==> config.mk <==
export PLATFORM = sky130hd
export DESIGN_NAME = gcut_attack
export DESIGN_NICKNAME = d
export VERILOG_FILES = /design/src/rtl/gcut_pkg.sv /design/src/rtl/gcut_isqrt.sv /design/src/rtl/gcut_attack.sv
export SDC_FILE = /design/constraint.sdc
export NUM_CORES = 1
export LEC_CHECK = 0
export ABC_AREA = 1
export BUFFER_PORTS_ARGS = -buffer_cell sky130_fd_sc_hd__buf_4
export CORE_AREA = 8 8 202 204
export DETAILED_ROUTE_END_ITERATION = 7
export DIE_AREA = 0 0 210 212
export GPL_TIMING_DRIVEN = 1
export HOLD_SLACK_MARGIN = 0.12
export PLACE_DENSITY = 0.81
export SLEW_MARGIN = 10
export SYNTH_ARGS = -nofsm -noshare
export SYNTH_HDL_FRONTEND = slang
export SYNTH_HIERARCHICAL = 1
export SYNTH_SLANG_ARGS = --single-unit
==> constraint.sdc <==
create_clock -name i_clk -period 9.7 [get_ports i_clk]
set_input_delay 0.97 -clock i_clk [delete_from_list [all_inputs] [get_ports i_clk]]
set_output_delay 0.97 -clock i_clk [all_outputs]
set_load 0.01 [all_outputs]
==> src/rtl/gcut_pkg.sv <==
// Shared types and constants of the GrowCut segmentation engine.
// Used by the attack unit, the square root unit and the top level.
package gcut_pkg;

    typedef enum logic [1:0] {
        OP_LOAD = 2'd0,
        OP_SEED = 2'd1,
        OP_PASS = 2'd2,
        OP_READ = 2'd3
    } t_op;

    typedef enum logic [2:0] {
        ST_CLEAR,
        ST_IDLE,
        ST_ME,
        ST_ME_W,
        ST_NB,
        ST_NB_W,
        ST_ATK,
        ST_WB
    } t_state;

    localparam logic CFG_ROWS = 1'b0;
    localparam logic CFG_COLS = 1'b1;

    localparam int COLOR_W  = 24;
    localparam int STR_W    = 16;
    localparam int CFG_W    = 8;
    localparam int SQ_IN_W  = 26;
    localparam int SQ_OUT_W = 13;
    localparam int SQ_REM_W = 15;
    localparam int SUMSQ_W  = 18;

    localparam logic [13:0] G_SLOPE = 14'd9496;

    typedef logic signed [1:0] t_off;

    // Neighbor order: N, W, S, E, NW, NE, SW, SE.
    localparam t_off NB_DR [8] = '{-2'sd1, 2'sd0, 2'sd1, 2'sd0, -2'sd1, -2'sd1, 2'sd1, 2'sd1};
    localparam t_off NB_DC [8] = '{2'sd0, -2'sd1, 2'sd0, 2'sd1, -2'sd1, 2'sd1, -2'sd1, 2'sd1};

endpackage

==> src/rtl/gcut_isqrt.sv <==
// Iterative integer square root, two radicand bits per cycle.
// Depends on gcut_pkg for the operand widths.
module gcut_isqrt (
    input  logic                          i_clk,
    input  logic                          i_rst_n,
    input  logic                          i_start,
    input  logic [gcut_pkg::SQ_IN_W-1:0]  i_radicand,
    output logic                          o_done,
    output logic [gcut_pkg::SQ_OUT_W-1:0] o_root
);
    import gcut_pkg::*;

    logic                 r_busy, n_busy;
    logic                 r_done, n_done;
    logic [3:0]           r_cnt, n_cnt;
    logic [SQ_IN_W-1:0]   r_rad, n_rad;
    logic [SQ_REM_W-1:0]  r_rem, n_rem;
    logic [SQ_OUT_W-1:0]  r_root, n_root;
    logic [SQ_REM_W+1:0]  rem_sh;
    logic [SQ_REM_W+1:0]  trial;

    always_comb begin
        rem_sh = {r_rem, r_rad[SQ_IN_W-1:SQ_IN_W-2]};
        trial  = {2'b00, r_root, 2'b01};
        n_busy = r_busy;
        n_done = 1'b0;
        n_cnt  = r_cnt;
        n_rad  = r_rad;
        n_rem  = r_rem;
        n_root = r_root;
        if (i_start) begin
            n_busy = 1'b1;
            n_cnt  = 4'(SQ_OUT_W - 1);
            n_rad  = i_radicand;
            n_rem  = '0;
            n_root = '0;
        end else if (r_busy) begin
            n_rad = {r_rad[SQ_IN_W-3:0], 2'b00};
            if (rem_sh >= trial) begin
                n_rem  = SQ_REM_W'(rem_sh - trial);
                n_root = {r_root[SQ_OUT_W-2:0], 1'b1};
            end else begin
                n_rem  = SQ_REM_W'(rem_sh);
                n_root = {r_root[SQ_OUT_W-2:0], 1'b0};
            end
            if (r_cnt == 4'd0) begin
                n_busy = 1'b0;
                n_done = 1'b1;
            end else begin
                n_cnt = r_cnt - 4'd1;
            end
        end
    end

    always_ff @(posedge i_clk) begin
        if (!i_rst_n) begin
            r_busy <= 1'b0;
            r_done <= 1'b0;
        end else begin
            r_busy <= n_busy;
            r_done <= n_done;
        end
        r_cnt  <= n_cnt;
        r_rad  <= n_rad;
        r_rem  <= n_rem;
        r_root <= n_root;
    end

    assign o_done = r_done;
    assign o_root = r_root;
endmodule

==> src/rtl/gcut_attack.sv <==
// Attack strength of one neighbor: color distance, square root, falloff and scaling.
// Depends on gcut_pkg and gcut_isqrt.
module gcut_attack (
    input  logic                         i_clk,
    input  logic                         i_rst_n,
    input  logic                         i_start,
    input  logic [gcut_pkg::COLOR_W-1:0] i_color_a,
    input  logic [gcut_pkg::COLOR_W-1:0] i_color_b,
    input  logic [gcut_pkg::STR_W-1:0]   i_strength,
    output logic                         o_done,
    output logic [gcut_pkg::STR_W-1:0]   o_attack
);
    import gcut_pkg::*;

    logic [7:0]            d_r, d_g, d_b;
    logic [SUMSQ_W-1:0]    sumsq;
    logic                  r_v1, r_v2, r_done;
    logic [SQ_IN_W-1:0]    r_rad;
    logic [STR_W-1:0]      r_s;
    logic [26:0]           r_prod;
    logic [STR_W-1:0]      r_att;
    logic                  sq_done;
    logic [SQ_OUT_W-1:0]   sq_root;
    logic [16:0]           drop;
    logic [STR_W-1:0]      g;
    logic [31:0]           scaled;

    always_comb begin
        d_r = (i_color_a[7:0] > i_color_b[7:0]) ? i_color_a[7:0] - i_color_b[7:0]
                                                : i_color_b[7:0] - i_color_a[7:0];
        d_g = (i_color_a[15:8] > i_color_b[15:8]) ? i_color_a[15:8] - i_color_b[15:8]
                                                  : i_color_b[15:8] - i_color_a[15:8];
        d_b = (i_color_a[23:16] > i_color_b[23:16]) ? i_color_a[23:16] - i_color_b[23:16]
                                                    : i_color_b[23:16] - i_color_a[23:16];
        sumsq = SUMSQ_W'(16'(d_r * d_r)) + SUMSQ_W'(16'(d_g * d_g))
              + SUMSQ_W'(16'(d_b * d_b));
        drop   = r_prod[26:10];
        g      = drop[16] ? '0 : 16'hFFFF - drop[15:0];
        scaled = 32'(g * r_s);
    end

    gcut_isqrt u_isqrt (
        .i_clk      (i_clk),
        .i_rst_n    (i_rst_n),
        .i_start    (r_v1),
        .i_radicand (r_rad),
        .o_done     (sq_done),
        .o_root     (sq_root)
    );

    always_ff @(posedge i_clk) begin
        if (!i_rst_n) begin
            r_v1   <= 1'b0;
            r_v2   <= 1'b0;
            r_done <= 1'b0;
        end else begin
            r_v1   <= i_start;
            r_v2   <= sq_done;
            r_done <= r_v2;
        end
        if (i_start) begin
            r_rad <= {sumsq, 8'h00};
            r_s   <= i_strength;
        end
        if (sq_done) begin
            r_prod <= 27'(sq_root * G_SLOPE);
        end
        if (r_v2) begin
            r_att <= scaled[31:16];
        end
    end

    assign o_done   = r_done;
    assign o_attack = r_att;
endmodule

==> flow_results.xml, run 1 <==
<?xml version="1.0" encoding="UTF-8"?>
<metrics>
  <group name="clocking">
    <metric name="cts_buffers" unit="">17</metric>
    <metric name="cts.root.buffer_cell" unit="">sky130_fd_sc_hd__clkbuf_16</metric>
    <metric name="cts.sink_count" unit="">130</metric>
    <metric name="clockBufferDepth" unit="">2</metric>
    <metric name="insertion_delay" unit="ns">0.45</metric>
    <metric name="clk_pin_slew_worst_paths" unit="ns">0.07</metric>
    <metric name="cts_tree" unit="">done</metric>
    <metric name="cts_hold_buffers" unit="">0</metric>
    <metric name="cts_htree_levels" unit="">4</metric>
    <metric name="cts.repair_timing.setup_buffer_count" unit="">0</metric>
    <metric name="cts-resized-gates" unit="">0</metric>
  </group>
  <group name="floorplan">
    <metric name="chipHeight" unit="um">212</metric>
    <metric name="die_w" unit="um">210</metric>
    <metric name="row_count" unit="">72</metric>
    <metric name="core_region_area" unit="sq mm">0.03793</metric>
    <metric name="dieArea" unit="sq mm">0.04452</metric>
    <metric name="ios" unit="">84</metric>
    <metric name="start_util" unit="%">64.75</metric>
  </group>
  <group name="placed_design">
    <metric name="finalWeightedCongestion" unit="">1.006</metric>
    <metric name="dp_hpwl" unit="um">52260</metric>
    <metric name="placement.cell_area" unit="sq mm">0.02569</metric>
    <metric name="placement.io_buffers" unit="">83</metric>
    <metric name="pre_cts_slack" unit="ns">1.435</metric>
  </group>
  <group name="detailed_routing">
    <metric name="wire_length_reported_by_the_detailed_router" unit="um">62110</metric>
    <metric name="dr_total_vias" unit="">19810</metric>
    <metric name="drc_errors" unit="">0</metric>
    <metric name="wire_per_inst" unit="um">16.97</metric>
    <metric name="antenna_violating_nets_post_route" unit="">0</metric>
    <metric name="first_iter_violations" unit="">1445</metric>
    <metric name="detail_route.first_pass.iterations" unit="">6</metric>
    <metric name="routed_via_density" unit="">5.413</metric>
  </group>
  <group name="logic_synthesis">
    <metric name="synth_edf_count" unit="">93</metric>
    <metric name="syn-instance-count" unit="">3059</metric>
    <metric name="syn-cell-area" unit="sq mm">0.02456</metric>
    <metric name="syn_avg_cell_area" unit="sq um">8.028</metric>
    <metric name="synthDistinctLibCells" unit="">51</metric>
    <metric name="post-synth-top-area-cell" unit="">sky130_fd_sc_hd__fa_1</metric>
    <metric name="ys_top_cells_by_area" unit="">sky130_fd_sc_hd__fa_1 (29%), sky130_fd_sc_hd__ha_1 (16%), sky130_fd_sc_hd__edfxtp_1 (11%), sky130_fd_sc_hd__inv_1 (11%), sky130_fd_sc_hd__nand2_1 (10%)</metric>
    <metric name="synth-seq-cells" unit="">130</metric>
    <metric name="async_flop_share" unit="%">0</metric>
    <metric name="synth_top_cell_area_share" unit="%">28.70</metric>
    <metric name="synthesis.yosys.warnings" unit="">6</metric>
    <metric name="synth_seq_area_share" unit="%">14.39</metric>
    <metric name="postSynth.topFlopCell" unit="">sky130_fd_sc_hd__edfxtp_1</metric>
  </group>
  <group name="sta">
    <metric name="clock_period_minus_worst_slack" unit="ns">7.804</metric>
    <metric name="report.final.setup_viol" unit="">0</metric>
    <metric name="finalMaxSlewViolations" unit="">0</metric>
    <metric name="grt_setup_unrepaired" unit="">false</metric>
    <metric name="timing.max_slew.rel_slack" unit="%">36.43</metric>
    <metric name="worst_slew_pin_slew" unit="ns">0.9523</metric>
    <metric name="timing.final.ws_setup" unit="ns">1.896</metric>
    <metric name="final_min_period_over_clock_period" unit="%">80.45</metric>
    <metric name="fin_skew" unit="ns">0.01290</metric>
    <metric name="final_hold_viol_count" unit="">0</metric>
    <metric name="max_fclk" unit="MHz">128.1</metric>
    <metric name="fin_tns_setup" unit="ns">0</metric>
  </group>
  <group name="grt">
    <metric name="first_global_vias" unit="">21020</metric>
    <metric name="grtUsageTotal" unit="%">29.15</metric>
    <metric name="initial_antenna_violation_count" unit="">0</metric>
    <metric name="grt_pass1_wl" unit="um">103600</metric>
    <metric name="largest_net_degree_at_the_start_of_global_routing" unit="">40</metric>
    <metric name="global_route.overflow_total" unit="">0</metric>
  </group>
  <group name="layout">
    <metric name="synthToLayoutAreaGrowth" unit="%">7.011</metric>
    <metric name="design.final.nets" unit="">3867</metric>
    <metric name="final_core_util" unit="%">69.29</metric>
    <metric name="post_route_cells_drive_above_1_share" unit="%">7.930</metric>
    <metric name="fin_area" unit="sq mm">0.02628</metric>
  </group>
  <group name="worst_setup_path">
    <metric name="cpMaxStageDelayCell" unit="">sky130_fd_sc_hd__fa_1</metric>
    <metric name="worstSetupEndpointType" unit="">flip-flop</metric>
    <metric name="critPathRequiredTime" unit="ns">9.90</metric>
    <metric name="worst_path_dominant_cell_family" unit="">adder cells</metric>
    <metric name="timing.critical_path.slowest_cell_delay" unit="ns">0.53</metric>
    <metric name="critical-path-top-cell-by-count" unit="">sky130_fd_sc_hd__nand2_1</metric>
    <metric name="crit_buf_inv" unit="">11</metric>
    <metric name="worstPathArrival" unit="ns">8.00</metric>
    <metric name="critPathKind" unit="">in -&gt; reg</metric>
    <metric name="largest_fanout_on_the_critical_path" unit="">9</metric>
    <metric name="cp-start-kind" unit="">primary input</metric>
  </group>
  <group name="run">
    <metric name="cap_viol_max_count" unit="">0</metric>
  </group>
  <group name="min_path">
    <metric name="min_path_type" unit="">reg -&gt; reg</metric>
  </group>
  <group name="outcome">
    <metric name="outcome" unit="">complete, no violations</metric>
  </group>
</metrics>
-- cell type report --
type	instances	area, sq um
Tap cell	518	648.1
Fill cell	3021	11650
Timing Repair Buffer	100	750.7
Multi-Input combinational cell	2121	17910
Sequential cell	130	3533
Clock buffer	17	425.4
Inverter	757	2851
Antenna cell	1	2.502
Clock inverter	15	160.2
-- metrics by stage --
| step | hold slack [ns] | std cells |
|---|---|---|
| after detailed placement | 0.4511 | 3626 |
| after floorplan | 0.4272 | 3066 |
| after global placement | 0.4457 | 3626 |
| final | 0.4669 | 3659 |
| after CTS | 0.4688 | 3658 |
| after global routing | 0.4808 | 3658 |
-- path summary, 6_finish.rpt --
path                                         from                 to  slack, ns  cells past startpoint
worst max register to register         r_prod[26]       o_attack[11]       3.04                     22
worst max-delay path                 i_color_a[0]          r_rad[23]       1.90                     38
worst min-delay path            u_isqrt/r_rem[14]  u_isqrt/r_rem[14]       0.47                      2
worst min register to register  u_isqrt/r_rem[14]  u_isqrt/r_rem[14]       0.47                      2
-- sequential cells by signal, summed over array words and instances, names as in the netlist --
| register | count |
|---|---|
| u_isqrt/r_rad | 26 |
| r_rad | 18 |
| r_prod | 17 |
| o_attack | 16 |
| r_s | 16 |
| u_isqrt/r_rem | 15 |
| u_isqrt/o_root | 13 |
| u_isqrt/r_cnt | 4 |
| o_done | 1 |
| r_v1 | 1 |
| r_v2 | 1 |
| u_isqrt/o_done | 1 |
| u_isqrt/r_busy | 1 |
-- metal layers --
metal  wire length [um]  track usage [%]  vias to the layer above  share of wire (%)
met3               4415            5.896                      207                7.1
li1                   -                -                     9350                  -
met2              30410            50.61                      742                 49
met1              24190            34.08                     9506                 39
met4               3099            14.99                        0                5.0
met5                  0                0                        -                  0
-- cells by family after synthesis --
family	share of synthesized area, %
buffers and inverters	12.81
other	0.01527
flip-flops	14.39
AO/OA/AOI/OAI	5.024
XOR/XNOR	2.461
adder cells (fa/ha/maj)	45.05
AND/OR/NAND/NOR	20.25
-- synthesized netlist by cell type, types with 2 or more instances --
master,count
sky130_fd_sc_hd__inv_2,12
sky130_fd_sc_hd__buf_4,10
sky130_fd_sc_hd__nor2_2,16
sky130_fd_sc_hd__nand3b_1,8
sky130_fd_sc_hd__buf_2,6
sky130_fd_sc_hd__inv_1,740
sky130_fd_sc_hd__nor3_2,3
sky130_fd_sc_hd__nor2_4,7
sky130_fd_sc_hd__nand2_4,14
sky130_fd_sc_hd__nand4_1,20
sky130_fd_sc_hd__nand2_1,686
sky130_fd_sc_hd__inv_4,4
sky130_fd_sc_hd__o22ai_1,13
sky130_fd_sc_hd__nor4_1,2
sky130_fd_sc_hd__dfxtp_1,37
sky130_fd_sc_hd__fa_1,352
sky130_fd_sc_hd__ha_1,321
sky130_fd_sc_hd__nand2_2,38
sky130_fd_sc_hd__nor3_1,17
sky130_fd_sc_hd__o21ai_1,7
sky130_fd_sc_hd__a21oi_1,106
sky130_fd_sc_hd__clkbuf_1,38
sky130_fd_sc_hd__nand3_2,7
sky130_fd_sc_hd__o21ai_2,4
sky130_fd_sc_hd__o21a_1,10
sky130_fd_sc_hd__nor2_1,244
sky130_fd_sc_hd__xnor2_1,23
sky130_fd_sc_hd__o21bai_1,13
sky130_fd_sc_hd__o211ai_1,8
sky130_fd_sc_hd__edfxtp_1,93
sky130_fd_sc_hd__or2_2,4
sky130_fd_sc_hd__buf_6,2
sky130_fd_sc_hd__xor2_1,46
sky130_fd_sc_hd__nand3_1,87
sky130_fd_sc_hd__a21o_1,9
sky130_fd_sc_hd__o21ai_0,37
-- layout by cell type (no fill, tap or decap), types with 20 or more instances in the layout --
cell,netlist,routed
sky130_fd_sc_hd__inv_1,740,740
sky130_fd_sc_hd__dfxtp_1,37,37
sky130_fd_sc_hd__ha_1,321,321
sky130_fd_sc_hd__xnor2_1,23,23
sky130_fd_sc_hd__xor2_1,46,46
sky130_fd_sc_hd__o21ai_0,37,37
sky130_fd_sc_hd__nand3_1,87,87
sky130_fd_sc_hd__nand4_1,20,20
sky130_fd_sc_hd__edfxtp_1,93,93
sky130_fd_sc_hd__a21oi_1,106,106
sky130_fd_sc_hd__nand2_2,38,38
sky130_fd_sc_hd__buf_4,10,100
sky130_fd_sc_hd__fa_1,352,352
sky130_fd_sc_hd__nor2_1,244,243
sky130_fd_sc_hd__nand2_1,686,686
-- tightest hold or removal path, delay by kind of cell, from the launching register on --
| kind | cells | cell delay, ns |
|---|---|---|
| flip-flops | 1 | 0.32 |
| AND/OR/NAND/NOR | 2 | 0.10 |
Power of run 1 is not shown: default switching activity piles up to over one toggle a cycle in this logic, so the estimate is an artifact.
==> inputs of run 2 (changes only) <==
--- a/config.mk
+++ b/config.mk
@@ -7,12 +7,12 @@
 export LEC_CHECK = 0
 export ABC_AREA = 1
 export BUFFER_PORTS_ARGS = -buffer_cell sky130_fd_sc_hd__buf_4
-export CORE_AREA = 8 8 202 204
+export CORE_AREA = 8 8 214 216
 export DETAILED_ROUTE_END_ITERATION = 7
-export DIE_AREA = 0 0 210 212
+export DIE_AREA = 0 0 222 224
 export GPL_TIMING_DRIVEN = 1
 export HOLD_SLACK_MARGIN = 0.12
-export PLACE_DENSITY = 0.81
+export PLACE_DENSITY = 0.75
 export SLEW_MARGIN = 10
 export SYNTH_ARGS = -nofsm -noshare
 export SYNTH_HDL_FRONTEND = slang
==> constraint.sdc (replaced) <==
create_clock -name i_clk -period 6.7 [get_ports i_clk]
set_input_delay 0.67 -clock i_clk [delete_from_list [all_inputs] [get_ports i_clk]]
set_output_delay 0.67 -clock i_clk [all_outputs]
set_load 0.01 [all_outputs]
==> flow_results.xml, run 2 (synthesis results as in run 1) <==
<?xml version="1.0" encoding="UTF-8"?>
<metrics>
  <group name="outcome">
    <metric name="outcome" unit="">complete, but fails checks</metric>
    <metric name="violations" unit="">setup timing</metric>
  </group>
  <group name="sta">
    <metric name="max_fclk" unit="MHz">147.3</metric>
    <metric name="fin_skew" unit="ns">0.01256</metric>
    <metric name="final_min_period_over_clock_period" unit="%">101.3</metric>
    <metric name="report.final.setup_viol" unit="">4</metric>
    <metric name="timing.max_slew.rel_slack" unit="%">34.82</metric>
    <metric name="timing.final.ws_setup" unit="ns">-0.08774</metric>
    <metric name="worst_hold_slack" unit="ns">0.4017</metric>
    <metric name="grt_setup_unrepaired" unit="">true</metric>
    <metric name="clock_period_minus_worst_slack" unit="ns">6.788</metric>
    <metric name="worst_slew_pin_slew" unit="ns">0.9763</metric>
    <metric name="final_hold_viol_count" unit="">0</metric>
    <metric name="finalMaxSlewViolations" unit="">0</metric>
  </group>
  <group name="worst_setup_path">
    <metric name="critPathRequiredTime" unit="ns">6.89</metric>
    <metric name="largest_fanout_on_the_critical_path" unit="">6</metric>
    <metric name="worstPathArrival" unit="ns">6.98</metric>
    <metric name="rr_startpoint" unit="">r_prod[26]</metric>
    <metric name="cp-start-kind" unit="">primary input</metric>
    <metric name="critical_path_cell_count" unit="">32</metric>
    <metric name="critPathKind" unit="">in -&gt; reg</metric>
    <metric name="worst_r2r_path_depth" unit="">21</metric>
    <metric name="worstSetupEndpointType" unit="">flip-flop</metric>
    <metric name="critical_path_origin" unit="">i_color_b[4]</metric>
    <metric name="cpMaxStageDelayCell" unit="">sky130_fd_sc_hd__fa_1</metric>
    <metric name="r2r_end" unit="">o_attack[11]</metric>
    <metric name="worst_path_dominant_cell_family" unit="">adder cells</metric>
    <metric name="setup.worst_path.end" unit="">r_rad[22]</metric>
    <metric name="timing.critical_path.slowest_cell_delay" unit="ns">0.55</metric>
    <metric name="critical-path-top-cell-by-count" unit="">sky130_fd_sc_hd__fa_1</metric>
    <metric name="ff2ff_setup_slack" unit="ns">0.43</metric>
    <metric name="crit_buf_inv" unit="">9</metric>
  </group>
  <group name="clocking">
    <metric name="cts_hold_buffers" unit="">0</metric>
    <metric name="clockBufferDepth" unit="">2</metric>
    <metric name="cts_tree" unit="">done</metric>
    <metric name="cts_buffers" unit="">17</metric>
    <metric name="cts_htree_levels" unit="">4</metric>
    <metric name="insertion_delay" unit="ns">0.44</metric>
    <metric name="cts.root.buffer_cell" unit="">sky130_fd_sc_hd__clkbuf_16</metric>
    <metric name="cts.sink_count" unit="">130</metric>
    <metric name="clk_pin_slew_worst_paths" unit="ns">0.07</metric>
  </group>
  <group name="layout">
    <metric name="top_register" unit="">u_isqrt/r_rad</metric>
    <metric name="top_regs" unit="">u_isqrt/r_rad: 26 flops, r_rad: 18 flops, r_prod: 17 flops</metric>
    <metric name="mostFrequentLayoutCells" unit="">sky130_fd_sc_hd__inv_1 (713), sky130_fd_sc_hd__nand2_1 (660), sky130_fd_sc_hd__fa_1 (341)</metric>
    <metric name="number_of_flip_flops_under_the_largest_register_name" unit="">26</metric>
    <metric name="design.final.nets" unit="">4088</metric>
    <metric name="layout.filler_cells" unit="">3522</metric>
    <metric name="insertedDiodeCount" unit="">0</metric>
    <metric name="post_route_cells_drive_above_1_share" unit="%">17.61</metric>
    <metric name="multiInputGateArea" unit="sq mm">0.01852</metric>
    <metric name="fin_area" unit="sq mm">0.02865</metric>
    <metric name="mostFrequentLayoutCell" unit="">sky130_fd_sc_hd__inv_1</metric>
    <metric name="synthToLayoutAreaGrowth" unit="%">16.65</metric>
    <metric name="layout.area.seq" unit="sq mm">0.003533</metric>
  </group>
  <group name="grt">
    <metric name="global_route.overflow_total" unit="">0</metric>
    <metric name="grtUsageTotal" unit="%">24.79</metric>
    <metric name="initial_antenna_violation_count" unit="">0</metric>
    <metric name="grt_pass1_wl" unit="um">100900</metric>
    <metric name="first_global_vias" unit="">21410</metric>
    <metric name="largest_net_degree_at_the_start_of_global_routing" unit="">40</metric>
  </group>
  <group name="placed_design">
    <metric name="placement.io_buffers" unit="">83</metric>
    <metric name="pre_cts_slack" unit="ns">-0.5889</metric>
    <metric name="finalWeightedCongestion" unit="">0.9252</metric>
    <metric name="placement.cell_area" unit="sq mm">0.02728</metric>
    <metric name="dp_hpwl" unit="um">50310</metric>
  </group>
  <group name="min_path">
    <metric name="min_path_type" unit="">in -&gt; reg</metric>
  </group>
  <group name="floorplan">
    <metric name="dieArea" unit="sq mm">0.04973</metric>
    <metric name="ios" unit="">84</metric>
    <metric name="die_w" unit="um">222</metric>
    <metric name="start_util" unit="%">57.77</metric>
    <metric name="chipHeight" unit="um">224</metric>
    <metric name="row_count" unit="">76</metric>
    <metric name="core_region_area" unit="sq mm">0.04251</metric>
  </group>
  <group name="detailed_routing">
    <metric name="antenna_violating_nets_post_route" unit="">0</metric>
    <metric name="detail_route.first_pass.iterations" unit="">5</metric>
    <metric name="dr_total_vias" unit="">20350</metric>
    <metric name="routed_via_density" unit="">5.208</metric>
    <metric name="wire_length_reported_by_the_detailed_router" unit="um">60530</metric>
    <metric name="drc_errors" unit="">0</metric>
    <metric name="wire_per_inst" unit="um">15.49</metric>
    <metric name="first_iter_violations" unit="">1198</metric>
  </group>
  <group name="run">
    <metric name="cap_viol_max_count" unit="">0</metric>
  </group>
</metrics>
## run 2: cell types whose count changed in the layout (fill, tap and decap cells not counted), sizes merged
cell,delta
inv,-9
clkinvlp,+1
clkinv,+1
diode,-1
nand2,+1
buf,+220
clkbuf,+7
## run 2: final cells by class
class / instances / area share (%)
Clock buffer: 24 / 1.795
Clock inverter: 8 / 0.1704
Inverter: 757 / 10.07
Multi-Input combinational cell: 2122 / 64.65
Sequential cell: 130 / 12.34
Tap cell: 546 / 2.385
Timing Repair Buffer: 320 / 8.592
## run 2: worst min path at each step
| stage | start | end | slack, ns | cells after the start |
|---|---|---|---|---|
| 2_1_floorplan | u_isqrt/r_rem[13] | u_isqrt/r_rem[13] | 0.43 | 2 |
| 3_3_place_gp | u_isqrt/r_rem[14] | u_isqrt/r_rem[14] | 0.45 | 2 |
| 3_5_place_dp | u_isqrt/r_rem[13] | u_isqrt/r_rem[13] | 0.44 | 2 |
| 4_1_cts | i_strength[0] | r_s[0] | 0.38 | 1 |
| 5_1_grt | i_strength[0] | r_s[0] | 0.38 | 1 |
| 6_report | i_strength[0] | r_s[0] | 0.40 | 1 |
## run 2: metrics by stage
| step | setup TNS, ns | util (%) | cells |
|---|---|---|---|
| 2_1_floorplan | -0.7567 | - | 3066 |
| 5_1_grt | -2.114 | 67.39 | 3907 |
| 3_5_place_dp | -4.965 | 64.18 | 3837 |
| 4_1_cts | -0.01898 | 65.94 | 3877 |
| 6_report | -0.2458 | 67.39 | 3907 |
| 3_3_place_gp | -4.188 | 64.18 | 3837 |
## run 2: what timing repair did
item                       in CTS  in global routing
cloned                          0                  1
setup endpoints to repair       8                 14
setup buffers                   8                 29
resized for setup              29                114
pin swaps                      26                 64
## run 2: layer usage
metal / up-vias / track usage (%) / part of all wire (%)
met3: 138 / 3.884 / 5.5
met4: 0 / 9.173 / 3.2
met5: - / 0 / 0
li1: 9806 / - / -
met2: 602 / 44.72 / 51
met1: 9802 / 29.69 / 40
Power of run 2 is left out for the same reason.
==> inputs of run 3 (changes only) <==
--- a/config.mk
+++ b/config.mk
@@ -12,7 +12,7 @@
 export DIE_AREA = 0 0 222 224
 export GPL_TIMING_DRIVEN = 1
 export HOLD_SLACK_MARGIN = 0.12
-export PLACE_DENSITY = 0.75
+export PLACE_DENSITY_LB_ADDON = 0.05
 export SLEW_MARGIN = 10
 export SYNTH_ARGS = -nofsm -noshare
 export SYNTH_HDL_FRONTEND = slang
==> flow_results.xml, run 3 (synthesis results as in run 1) <==
<?xml version="1.0" encoding="UTF-8"?>
<metrics>
  <group name="clocking">
    <metric name="clockBufferDepth" unit="">2</metric>
    <metric name="cts_tree" unit="">done</metric>
    <metric name="cts.sink_count" unit="">130</metric>
    <metric name="cts.root.buffer_cell" unit="">sky130_fd_sc_hd__clkbuf_16</metric>
    <metric name="clk_pin_slew_worst_paths" unit="ns">0.08</metric>
    <metric name="insertion_delay" unit="ns">0.48</metric>
    <metric name="cts_buffers" unit="">17</metric>
    <metric name="cts_htree_levels" unit="">4</metric>
  </group>
  <group name="floorplan">
    <metric name="row_count" unit="">76</metric>
    <metric name="core_region_area" unit="sq mm">0.04251</metric>
    <metric name="die_w" unit="um">222</metric>
    <metric name="ios" unit="">84</metric>
    <metric name="chipHeight" unit="um">224</metric>
    <metric name="dieArea" unit="sq mm">0.04973</metric>
    <metric name="start_util" unit="%">57.77</metric>
  </group>
  <group name="detailed_routing">
    <metric name="drc_errors" unit="">0</metric>
    <metric name="detail_route.first_pass.iterations" unit="">6</metric>
    <metric name="dr_total_vias" unit="">20320</metric>
    <metric name="first_iter_violations" unit="">1082</metric>
    <metric name="routed_via_density" unit="">5.190</metric>
    <metric name="antenna_violating_nets_post_route" unit="">0</metric>
    <metric name="wire_per_inst" unit="um">16.89</metric>
    <metric name="wire_length_reported_by_the_detailed_router" unit="um">66110</metric>
  </group>
  <group name="grt">
    <metric name="initial_antenna_violation_count" unit="">2</metric>
    <metric name="use_met3" unit="%">6.409</metric>
    <metric name="first_global_vias" unit="">21660</metric>
    <metric name="grt_pass1_wl" unit="um">108400</metric>
    <metric name="grtUsageMet1" unit="%">33.97</metric>
    <metric name="grt_busiest_layer" unit="">met2</metric>
    <metric name="global_route.overflow_total" unit="">0</metric>
    <metric name="largest_net_degree_at_the_start_of_global_routing" unit="">40</metric>
    <metric name="grtUsageTotal" unit="%">27.51</metric>
    <metric name="global_route.usage.met2" unit="%">46.61</metric>
  </group>
  <group name="placed_design">
    <metric name="finalWeightedCongestion" unit="">0.9335</metric>
    <metric name="pre_cts_slack" unit="ns">-0.6580</metric>
    <metric name="placement.io_buffers" unit="">83</metric>
    <metric name="dp_hpwl" unit="um">56590</metric>
  </group>
  <group name="worst_setup_path">
    <metric name="worstPathArrival" unit="ns">6.88</metric>
    <metric name="r2r_end" unit="">o_attack[12]</metric>
    <metric name="cp-start-kind" unit="">primary input</metric>
    <metric name="critPathKind" unit="">in -&gt; reg</metric>
    <metric name="worst_path_dominant_cell_family" unit="">adder cells</metric>
    <metric name="timing.critical_path.slowest_cell_delay" unit="ns">0.58</metric>
    <metric name="worstSetupEndpointType" unit="">flip-flop</metric>
    <metric name="largest_fanout_on_the_critical_path" unit="">8</metric>
    <metric name="critical-path-top-cell-by-count" unit="">sky130_fd_sc_hd__fa_1</metric>
    <metric name="crit_buf_inv" unit="">7</metric>
    <metric name="worst_r2r_path_depth" unit="">24</metric>
    <metric name="cpMaxStageDelayCell" unit="">sky130_fd_sc_hd__fa_1</metric>
    <metric name="ff2ff_setup_slack" unit="ns">0.38</metric>
    <metric name="critPathRequiredTime" unit="ns">6.91</metric>
    <metric name="rr_startpoint" unit="">r_prod[26]</metric>
  </group>
  <group name="layout">
    <metric name="mostFrequentLayoutCell" unit="">sky130_fd_sc_hd__inv_1</metric>
    <metric name="insertedDiodeCount" unit="">0</metric>
    <metric name="post_route_cells_drive_above_1_share" unit="%">18.14</metric>
    <metric name="mostFrequentLayoutCells" unit="">sky130_fd_sc_hd__inv_1 (714), sky130_fd_sc_hd__nand2_1 (658), sky130_fd_sc_hd__fa_1 (342)</metric>
    <metric name="number_of_flip_flops_under_the_largest_register_name" unit="">26</metric>
    <metric name="layout.filler_cells" unit="">3655</metric>
    <metric name="top_register" unit="">u_isqrt/r_rad</metric>
    <metric name="design.final.nets" unit="">4095</metric>
    <metric name="layout.area.seq" unit="sq mm">0.003533</metric>
    <metric name="top_regs" unit="">u_isqrt/r_rad: 26 flops, r_rad: 18 flops, r_prod: 17 flops</metric>
    <metric name="multiInputGateArea" unit="sq mm">0.01872</metric>
    <metric name="synthToLayoutAreaGrowth" unit="%">17.92</metric>
  </group>
  <group name="sta">
    <metric name="timing.final.ws_setup" unit="ns">0.03227</metric>
    <metric name="worst_hold_slack" unit="ns">0.3671</metric>
    <metric name="max_fclk" unit="MHz">150.0</metric>
    <metric name="grt_setup_unrepaired" unit="">true</metric>
    <metric name="final_min_period_over_clock_period" unit="%">99.52</metric>
    <metric name="fin_tns_setup" unit="ns">0</metric>
    <metric name="finalMaxSlewViolations" unit="">0</metric>
    <metric name="report.final.setup_viol" unit="">0</metric>
    <metric name="worst_slew_pin_slew" unit="ns">0.9402</metric>
    <metric name="final_hold_viol_count" unit="">0</metric>
    <metric name="fin_skew" unit="ns">0.01926</metric>
    <metric name="timing.max_slew.rel_slack" unit="%">37.25</metric>
    <metric name="clock_period_minus_worst_slack" unit="ns">6.668</metric>
  </group>
  <group name="run">
    <metric name="cap_viol_max_count" unit="">0</metric>
  </group>
  <group name="min_path">
    <metric name="min_path_type" unit="">in -&gt; reg</metric>
    <metric name="min-delay-start" unit="">i_strength[0]</metric>
    <metric name="timing.hold.worst_endpoint" unit="">r_s[0]</metric>
    <metric name="cell_depth_of_the_worst_hold_path" unit="">1</metric>
  </group>
  <group name="outcome">
    <metric name="outcome" unit="">complete, no violations</metric>
  </group>
</metrics>
run 3: cell types whose count changed in the layout (fill, tap and decap cells not counted), sizes merged:
cell / change
buf: +7
clkinvlp: -1
clkinv: -2
clkbuf: -4
inv: +7
run 3: area by class of cell:
| class | instances | share of cell area [%] |
|---|---|---|
| inverters | 757 | 10.04 |
| multi-input cells | 2122 | 64.65 |
| clock inverters | 12 | 0.3802 |
| repair buffers | 327 | 8.758 |
| clock buffers | 20 | 1.616 |
| flip-flops and latches | 130 | 12.20 |
| well taps | 546 | 2.359 |
run 3: worst max-delay path by stage:
| stage | start | endpoint | slack (ns) | cells past startpoint |
|---|---|---|---|---|
| floorplan | i_color_a[0] | r_rad[23] | -0.19 | 37 |
| finish | i_color_a[8] | r_rad[22] | 0.03 | 32 |
| global placement | i_color_a[7] | r_rad[23] | -0.58 | 34 |
| detailed placement | i_color_a[7] | r_rad[23] | -0.66 | 32 |
| global route | i_color_a[2] | r_rad[22] | -0.23 | 31 |
| CTS | i_color_b[0] | r_rad[22] | 0.002 | 35 |
run 3: worst register-to-register path, stage by stage, from the launching register on:
cell	delay, ns
sky130_fd_sc_hd__edfxtp_1	0.51
sky130_fd_sc_hd__buf_4	0.20
sky130_fd_sc_hd__nor2_1	0.25
sky130_fd_sc_hd__buf_4	0.26
sky130_fd_sc_hd__nand2_1	0.09
sky130_fd_sc_hd__fa_1	0.53
sky130_fd_sc_hd__inv_1	0.05
sky130_fd_sc_hd__fa_1	0.50
sky130_fd_sc_hd__inv_1	0.05
sky130_fd_sc_hd__fa_1	0.47
sky130_fd_sc_hd__inv_1	0.06
sky130_fd_sc_hd__fa_1	0.53
sky130_fd_sc_hd__inv_1	0.06
sky130_fd_sc_hd__fa_1	0.56
sky130_fd_sc_hd__inv_1	0.06
sky130_fd_sc_hd__fa_1	0.41
sky130_fd_sc_hd__ha_1	0.32
sky130_fd_sc_hd__a21oi_1	0.25
sky130_fd_sc_hd__o21ai_0	0.19
sky130_fd_sc_hd__a21oi_1	0.30
sky130_fd_sc_hd__inv_1	0.07
sky130_fd_sc_hd__a21oi_1	0.17
sky130_fd_sc_hd__nand2_1	0.08
sky130_fd_sc_hd__nand2_1	0.06
sky130_fd_sc_hd__nand2_1	0.05
run 3: what timing repair did:
action                     CTS  global route
pin swaps                   24            66
buffers inserted             5            23
setup endpoints to repair    8            12
gates cloned                 1             0
hold buffers                 0             0
gates resized for setup     21           157
run 3: per-layer routing:
layer | wire length, um | vias to the layer above | part of all wire [%]
li1 | - | 9811 | -
met2 | 31470 | 528 | 48
met3 | 4659 | 124 | 7.0
met1 | 27540 | 9850 | 42
met5 | 13 | - | 0.020
met4 | 2415 | 2 | 3.7
run 3: stage by stage:
step                instances  cell area [sq um]  utilization (%)
finish                   3914              28960            68.13
global route             3914              28960            68.13
CTS                      3892              28120            66.16
detailed placement       3854              27420            64.52
global placement         3854              27420            64.52
floorplan                3066              24760                -
Power of run 3 is left out for the same reason.
